`src/rtl/lkvc_pkg.sv`:
```
// package for the lru key-value cache
// holds default sizes, opcodes and the per-cell control struct; no dependencies
package lkvc_pkg;

    localparam int MAX_ENTRIES_DEF = 16;
    localparam int KEY_BITS_DEF    = 16;
    localparam int VALUE_BITS_DEF  = 16;

    localparam int              CAP_W     = 5;
    localparam logic [CAP_W-1:0] CAP_RESET = 5'd16;

    localparam logic OP_GET = 1'b0;
    localparam logic OP_SET = 1'b1;

    typedef struct packed {
        logic shift;
        logic valid_we;
        logic valid_nxt;
    } t_cell_ctl;

endpackage

```
`src/rtl/lkvc_cell.sv`:
```
// one entry of the recency-ordered cell row: key, value and valid bit
// depends on lkvc_pkg for the control struct
module lkvc_cell #(
    parameter int KEY_BITS   = 16,
    parameter int VALUE_BITS = 16
) (
    input  logic                  i_clk,
    input  logic                  i_rst_n,
    input  lkvc_pkg::t_cell_ctl   i_ctl,
    input  logic [KEY_BITS-1:0]   i_key,
    input  logic [KEY_BITS-1:0]   i_prev_key,
    input  logic [VALUE_BITS-1:0] i_prev_val,
    output logic [KEY_BITS-1:0]   o_key,
    output logic [VALUE_BITS-1:0] o_val,
    output logic                  o_valid,
    output logic                  o_match
);
    import lkvc_pkg::*;

    logic [KEY_BITS-1:0]   r_key;
    logic [VALUE_BITS-1:0] r_val;
    logic                  r_valid;

    always_ff @(posedge i_clk) begin
        if (i_ctl.shift) begin
            r_key <= i_prev_key;
            r_val <= i_prev_val;
        end
    end

    always_ff @(posedge i_clk) begin
        if (!i_rst_n) begin
            r_valid <= 1'b0;
        end else if (i_ctl.valid_we) begin
            r_valid <= i_ctl.valid_nxt;
        end
    end

    assign o_key   = r_key;
    assign o_val   = r_val;
    assign o_valid = r_valid;
    assign o_match = r_valid && (r_key == i_key);

endmodule

```
`src/rtl/lru_key_value_cache_top.sv`:
```
// top level of the lru key-value cache
// instantiates a row of lkvc_cell entries; depends on lkvc_pkg
//
// Fully associative key-value store kept in order of use: cell 0 holds the most
// recent entry, and a hit or an insert moves entries one cell down the row toward
// the least recent end. One request is taken per clock; a get returns its result
// in the cycle after its beat, a set returns nothing. The rate is set by the
// combinational broadcast compare of the key against every cell and the shift
// along the row. Accepting stalls only while a get result waits unread.
// Capacity 0 acts as 1 and values above the entry count saturate; no clearing
// pass is needed after reset.
module lru_key_value_cache_top #(
    parameter int MAX_ENTRIES = lkvc_pkg::MAX_ENTRIES_DEF,
    parameter int KEY_BITS    = lkvc_pkg::KEY_BITS_DEF,
    parameter int VALUE_BITS  = lkvc_pkg::VALUE_BITS_DEF
) (
    input  logic                         i_clk,
    input  logic                         i_rst_n,
    input  logic                         i_cfg_valid,
    output logic                         o_cfg_ready,
    input  logic [lkvc_pkg::CAP_W-1:0]   i_cfg_data,
    input  logic                         i_in_valid,
    output logic                         o_in_stall,
    input  logic                         i_opcode,
    input  logic [KEY_BITS-1:0]          i_key,
    input  logic [VALUE_BITS-1:0]        i_value,
    output logic                         o_out_valid,
    input  logic                         i_out_stall,
    output logic                         o_hit,
    output logic signed [VALUE_BITS:0]   o_value_out
);
    import lkvc_pkg::*;

    localparam int CW = $clog2(MAX_ENTRIES + 1);
    localparam logic [CW-1:0] MAX_CNT = CW'(MAX_ENTRIES);

    logic [CAP_W-1:0]      r_capacity;
    logic [CW-1:0]         r_fill, n_fill;
    logic                  r_out_valid, n_out_valid;
    logic                  r_hit, n_hit;
    logic [VALUE_BITS:0]   r_value_out, n_value_out;

    logic [KEY_BITS-1:0]   w_key   [MAX_ENTRIES];
    logic [VALUE_BITS-1:0] w_val   [MAX_ENTRIES];
    logic [MAX_ENTRIES-1:0] w_valid;
    logic [MAX_ENTRIES-1:0] w_match;
    logic [MAX_ENTRIES-1:0] w_le;
    t_cell_ctl             w_ctl   [MAX_ENTRIES];

    logic                  w_acc;
    logic                  w_hit;
    logic                  w_is_set;
    logic                  w_insert;
    logic [VALUE_BITS-1:0] w_hit_val;
    logic [VALUE_BITS-1:0] w_front_val;
    logic [CW-1:0]         w_cap;
    logic [CW-1:0]         w_fkeep;

    assign o_cfg_ready = 1'b1;

    always_ff @(posedge i_clk) begin
        if (!i_rst_n) begin
            r_capacity <= CAP_RESET;
        end else if (i_cfg_valid) begin
            r_capacity <= i_cfg_data;
        end
    end

    // effective capacity and the fill kept ahead of an insert
    always_comb begin
        if (r_capacity == '0) begin
            w_cap = CW'(1);
        end else if (32'(r_capacity) > 32'(MAX_ENTRIES)) begin
            w_cap = MAX_CNT;
        end else begin
            w_cap = CW'(r_capacity);
        end
        w_fkeep = (r_fill >= w_cap) ? (w_cap - CW'(1)) : r_fill;
    end

    assign o_in_stall = r_out_valid && i_out_stall;
    assign w_acc      = i_in_valid && !o_in_stall;
    assign w_is_set   = (i_opcode == OP_SET);
    assign w_hit      = |w_match;
    assign w_insert   = w_acc && w_is_set && !w_hit;

    always_comb begin
        w_hit_val = '0;
        for (int i = 0; i < MAX_ENTRIES; i++) begin
            w_hit_val = w_hit_val | (w_match[i] ? w_val[i] : '0);
        end
    end

    assign w_front_val = w_is_set ? i_value : w_hit_val;

    for (genvar g = 0; g < MAX_ENTRIES; g++) begin : g_row
        assign w_le[g] = |w_match[MAX_ENTRIES-1:g];

        always_comb begin
            w_ctl[g].shift     = w_acc && (w_hit ? w_le[g]
                                                 : (w_is_set && (CW'(g) <= w_fkeep)));
            w_ctl[g].valid_we  = w_insert;
            w_ctl[g].valid_nxt = (CW'(g) <= w_fkeep);
        end

        if (g == 0) begin : g_head
            lkvc_cell #(
                .KEY_BITS   (KEY_BITS),
                .VALUE_BITS (VALUE_BITS)
            ) u_cell (
                .i_clk      (i_clk),
                .i_rst_n    (i_rst_n),
                .i_ctl      (w_ctl[g]),
                .i_key      (i_key),
                .i_prev_key (i_key),
                .i_prev_val (w_front_val),
                .o_key      (w_key[g]),
                .o_val      (w_val[g]),
                .o_valid    (w_valid[g]),
                .o_match    (w_match[g])
            );
        end else begin : g_body
            lkvc_cell #(
                .KEY_BITS   (KEY_BITS),
                .VALUE_BITS (VALUE_BITS)
            ) u_cell (
                .i_clk      (i_clk),
                .i_rst_n    (i_rst_n),
                .i_ctl      (w_ctl[g]),
                .i_key      (i_key),
                .i_prev_key (w_key[g-1]),
                .i_prev_val (w_val[g-1]),
                .o_key      (w_key[g]),
                .o_val      (w_val[g]),
                .o_valid    (w_valid[g]),
                .o_match    (w_match[g])
            );
        end
    end

    always_comb begin
        n_fill      = r_fill;
        n_out_valid = r_out_valid && i_out_stall;
        n_hit       = r_hit;
        n_value_out = r_value_out;
        if (w_insert) begin
            n_fill = w_fkeep + CW'(1);
        end
        if (w_acc && !w_is_set) begin
            n_out_valid = 1'b1;
            n_hit       = w_hit;
            n_value_out = w_hit ? {1'b0, w_hit_val} : '1;
        end
    end

    always_ff @(posedge i_clk) begin
        if (!i_rst_n) begin
            r_fill      <= '0;
            r_out_valid <= 1'b0;
        end else begin
            r_fill      <= n_fill;
            r_out_valid <= n_out_valid;
        end
    end

    always_ff @(posedge i_clk) begin
        r_hit       <= n_hit;
        r_value_out <= n_value_out;
    end

    assign o_out_valid = r_out_valid;
    assign o_hit       = r_hit;
    assign o_value_out = r_value_out;

`ifndef SYNTH
    a_one_match: assert property (@(posedge i_clk) disable iff (!i_rst_n)
        $onehot0(w_match))
        else $error("more than one cell matches the key");

    a_fill_bound: assert property (@(posedge i_clk) disable iff (!i_rst_n)
        (r_fill <= MAX_CNT) && ($countones(w_valid) == 32'(r_fill)))
        else $error("valid cells disagree with fill count");

    a_get_result: assert property (@(posedge i_clk) disable iff (!i_rst_n)
        (w_acc && !w_is_set) |=> o_out_valid)
        else $error("get beat produced no result");

    a_set_silent: assert property (@(posedge i_clk) disable iff (!i_rst_n)
        (w_acc && w_is_set) |=> (o_out_valid == $past(r_out_valid && i_out_stall)))
        else $error("set beat changed the result register");
`endif

endmodule

```
`config.mk`:
```
export PLATFORM = sky130hd
export DESIGN_NAME = lru_key_value_cache_top
export DESIGN_NICKNAME = d
export VERILOG_FILES = /design/src/rtl/lkvc_pkg.sv /design/src/rtl/lkvc_cell.sv /design/src/rtl/lru_key_value_cache_top.sv
export SDC_FILE = /design/constraint.sdc
export NUM_CORES = 1
export LEC_CHECK = 0
export BUFFER_PORTS_ARGS = -buffer_cell sky130_fd_sc_hd__buf_2
export CELL_PAD_IN_SITES_DETAIL_PLACEMENT = 0
export CELL_PAD_IN_SITES_GLOBAL_PLACEMENT = 2
export CORE_AREA = 2 2 257 233
export CTS_CLUSTER_DIAMETER = 40
export DETAILED_ROUTE_END_ITERATION = 12
export DIE_AREA = 0 0 259 235
export PLACE_DENSITY_LB_ADDON = 0.1
export SYNTH_ARGS = -nofsm -noshare
export SYNTH_HDL_FRONTEND = slang
export SYNTH_SLANG_ARGS = --single-unit
```
`constraint.sdc`:
```
create_clock -name i_clk -period 6.1 [get_ports i_clk]
set_input_delay 1.22 -clock i_clk [delete_from_list [all_inputs] [get_ports i_clk]]
set_output_delay 1.22 -clock i_clk [all_outputs]
set_load 0.05 [all_outputs]
```
# Word-level counts from Yosys, hierarchy flattened
# Index checks and enable logic that the tools add are counted.
op_classes:
  n_reduce_logical: 72
  mux: 38
  n_eq_ne: 16
  n_addsub: 2
  magnitude_cmp: 18
  bitwise: 15
op_table:
  columns: ["op", "n"]
  rows:
  - ["$mux W16", 17]
  - ["$eq A16 B16 Y1", 16]
  - ["$or A16 B16 Y16", 15]
  - ["$logic_and A1 B1 Y1", 53]
  - ["$le A4 B5 Y1 const A", 8]
  - ["$le A3 B5 Y1 const A", 4]
  - ["$mux W1", 17]
  - ["$mux W17", 1]
  - ["$reduce_or A16 Y1", 1]
  - ["$mux W5", 3]
  - ["$reduce_or A15 Y1", 1]
  - ["$reduce_or A14 Y1", 1]
  - ["$reduce_or A13 Y1", 1]
  - ["$reduce_or A12 Y1", 1]
  - ["$reduce_or A11 Y1", 1]
  - ["$le A1 B5 Y1 const A", 2]
  - ["$le A2 B5 Y1 const A", 2]
  - ["$reduce_or A10 Y1", 1]
  - ["$reduce_or A9 Y1", 1]
  - ["$reduce_or A8 Y1", 1]
  - ["$reduce_or A7 Y1", 1]
  - ["$reduce_or A6 Y1", 1]
  - ["$add A5 B1 Y5 const B", 1]
  - ["$ge A5 B5 Y1", 1]
  - ["8 further kinds", 10]
totals:
  in_bits: 43
  reg_bits: 557
  elab_cells: 215

# Logic depth before layout (Yosys ltp)
depth:
  ltp_word: 19
  ltp_mapped: 16
  depth_no_buf: 15

# Cells and area by module
# A second synthesis with hierarchy kept.
unflattened:
  cells_unflattened: 1397
  area_unflattened_um2: 22539.1
modules_own_cells:
  columns: ["module", "cells_each", "area_each_um2", "instances"]
  rows:
  - ["lkvc_cell", 57, 1178.6, 16]
  - ["lru_key_value_cache_top", 485, 3681.0, 1]

# Worst setup path before layout
# OpenSTA, ideal clock, no wires.
synth_timing:
  path_type: "in2reg"
  start: "input i_key[2]"
  end: "register g_row[9].g_body.u_cell.r_key[0] (enable)"
  n_path_buf: 3
  arrival_ns: 4.893
  setup_slack_ns: 0.767
  cell_stages: 11
  path_cell_list: "buf_4 buf_8 xnor2_1 nand4_1 nor4_1 and3_4 buf_6 or4_4 nor3_4 nand4_1 a31oi_1"
synth_lines:
  columns: ["element", "line", "source"]
  rows:
  - ["start, declared", "lru_key_value_cache_top.sv:25", "input logic [KEY_BITS-1:0] i_key,"]
  - ["end signal, assigned", "lkvc_cell.sv:26", "r_key <= i_prev_key;"]
  - ["end, declared", "lkvc_cell.sv:20", "logic [KEY_BITS-1:0] r_key;"]

==> metrics <==
Cells after Synth 1452; CTS tree built; Worst-Margin Slew 1.33 ns; largest net degree at the start of global routing 49; PortBufs between 60 and 70; Mapped Nets 1504; Routed wire per std cell 26.0 um; Post-synth top cells edfxtp_1 (530), xnor2_1 (260), nand4_1 (72); Die Wd 259 um; max_cap viols 0; crit start category primary input; CP required between 6 and 7 ns; Initial DRC Count 1139; critical path's largest stage delay 1.09 ns; antenna viol nets, final 0; CP arrival 5.22 ns; die height around 240 um; Worst Setup End Kind flip-flop; post-CTS sizing 0; Layout fillers about 5100; Worst VDD drop 0.000306 V; final worst-path setup slack 1.18 ns; vias 13100; Slew headroom approximately a tenth; Initial DRT Pass Iterations 5; vias in the first global route 13500; share of cells above drive strength 1 19.3%; CTS Buffer Depth 3; Crit Path Category in2reg; DP HPWL 41600 um; die area 60900 um2; Area Overhead vs Synth 19.0%; Clock Root Buffer clkbuf_16; FMAX 203 MHz; area of the mapped netlist 23100 um2; Yosys cell types 59; register area share after synthesis 71.2%; Final Max Slew Viols 0; RSZ-0062 raised after global routing false; Place WS 0.408 ns; CTS clock-pin slew for the worst setup and hold paths 0.06 ns; status completed; number of synthesized flops with an enable pin 530; CTS sink count about 560; YS warnings 0; area of the multi-input gates 6110 um2; Yosys top cell area share between 60% and 70%; setup bufs post-CTS 0; Total GRT Usage 21.0%; Worst path slowest cell nor4_1; Synth Register Bits ~560; first-pass GRT wire length slightly above 90000 um; TNS Setup 0 ns; initial antenna violation count 2; post-DR vias/cell 5.40; row count 84; Final GP Congestion 0.816; final WL 63000 um; antenna cell count 0; Hold Crit Class reg2reg; worst clock skew approximately 0.027 ns; Synth async-reset ratio 0%; post-route clock period utilization 80.7%; Post-route DRC 0; Top cell by count, worst path buf_4; initial core utilization 39.7%; H-tree depth 3; worst skew pair latency 0.63 ns; cell taking the most area after synthesis edfxtp_1; FF+latch area 16500 um2; final critical-path required period 4.92 ns; synthesized area per cell 15.9 um2; Hold Violations, Final 0; total CTS buffers 89; largest cells by area after synthesis edfxtp_1 (69%), xnor2_1 (9.9%), dfxtp_1 (2.3%); Pwr Density 386 nW/um2; Critical Path Fanout Max 20; Hold Buf Count CTS 0; crit-path cells buf_2 > buf_4 > xnor2_1 > nand4_1 > nor4_1 > and2_1 > nor2_1 > nor3b_1 > a31oi_4 > buf_4; io pins 64; most frequent cell after synthesis edfxtp_1; Congestion Overflow GR 0; prevailing post-synth register cell edfxtp_1; Leakage Power a little under 9 nW; core area approximately 58000 um2; final setup vio count 0; net count reported at finish 1634
worst paths after layout:
path	end	startpoint	depth (start not counted)	slack (ns)
setup / recovery	g_row[3].g_body.u_cell.o_key[1]$_DFFE_PP_	i_key[10]	10	1.18
hold / removal	g_row[3].g_body.u_cell.o_val[13]$_DFFE_PP_	g_row[2].g_body.u_cell.o_val[13]$_DFFE_PP_	0	0.44
setup reg to reg	g_row[6].g_body.u_cell.o_key[6]$_DFFE_PP_	r_capacity[4]$_SDFFE_PN1P_	14	1.26
hold reg to reg	g_row[3].g_body.u_cell.o_val[13]$_DFFE_PP_	g_row[2].g_body.u_cell.o_val[13]$_DFFE_PP_	0	0.44
cell families (layout without fill, tap and decap cells):
group | Yosys count | count (layout) | synth area share [%]
compound gates | 162 | 162 | 5.46
xor+xnor | 261 | 261 | 9.90
fa+ha+maj | 9 | 9 | 0.488
buf+inv | 103 | 303 | 3.14
flops | 557 | 557 | 71.2
mux | 44 | 44 | 1.96
other cells | 1 | 1 | 0.0162
simple gates | 315 | 315 | 7.80
per-stage QoR:
stage / std cells / utilization [%] / instance area [um2] / power, mW / hold slack [ns]
floorplan: 1452 / - / 23100 / 5.16 / 0.426
global placement: 2264 / 41.9 / 24400 / 5.48 / 0.429
detailed placement: 2265 / 42.0 / 24400 / 5.49 / 0.434
CTS: 2426 / 47.3 / 27500 / 10.7 / 0.437
global route: 2426 / 47.3 / 27500 / 10.9 / 0.450
finish: 2426 / 47.3 / 27500 / 10.6 / 0.439
state kept, by name (all words and copies together) (netlist names):
register,flops
o_value_out,17
g_row.g_body.u_cell.o_val,240
r_capacity,5
g_row.g_head.u_cell.o_key,16
g_row.g_head.u_cell.o_valid,1
o_out_valid,1
g_row.g_head.u_cell.o_val,16
g_row.g_body.u_cell.o_key,240
o_hit,1
r_fill,5
g_row.g_body.u_cell.o_valid,15
metal layers:
| metal | up-vias | track usage [%] | wire (um) |
|---|---|---|---|
| li1 | 5836 | - | - |
| met1 | 6677 | 29.9 | 28300 |
| met2 | 494 | 32.1 | 28700 |
| met3 | 103 | 4.77 | 4550 |
| met4 | 0 | 5.97 | 1510 |
| met5 | - | 0 | 0 |
layout make-up:
class                      count  share of cell area (%)
inverter                      20                   0.282
multi-input combinational    792                    22.2
clock inverter                69                    3.11
clock buffer                  92                    8.15
tap                          774                    3.52
sequential                   557                    59.9
timing repair buffer         122                    2.81
cell usage in the layout (no fill, tap or decap), drive strengths merged, types with 2 or more instances in the layout:
master    count
o21ai        15
mux2          9
clkinv       30
clkinvlp     12
and4          7
nand4        72
nand2        62
a22o         55
o22ai         2
nor3b         4
dfxtp        27
buf         122
nand3        56
xnor2       260
clkbuf       92
a221oi       38
a21oi        14
bufinv       13
ha            9
or3           2
nor4         19
o21a          5
edfxtp      530
a22oi        18
inv          34
o31ai         4
and3          5
nor2         13
or2           2
and2         28
a31oi         5
o211ai        2
nand2b       17
mux2i        35
nor3         21
nor2b         5
power by group:
part / switching [mW] / leakage [nW] / internal, mW / total, mW
Combinational: 0.513 / 2.29 / 0.253 / 0.766
Sequential: 0.142 / 5.00 / 4.50 / 4.64
Clock: 1.93 / 1.48 / 3.27 / 5.20
worst max-delay path, delay by kind of cell:
family | cells | cell delay (ns)
simple gates | 5 | 1.94
buf+inv | 3 | 1.04
compound gates | 1 | 0.77
xor+xnor | 1 | 0.21
Note: power is estimated with default switching activity, not from simulation.
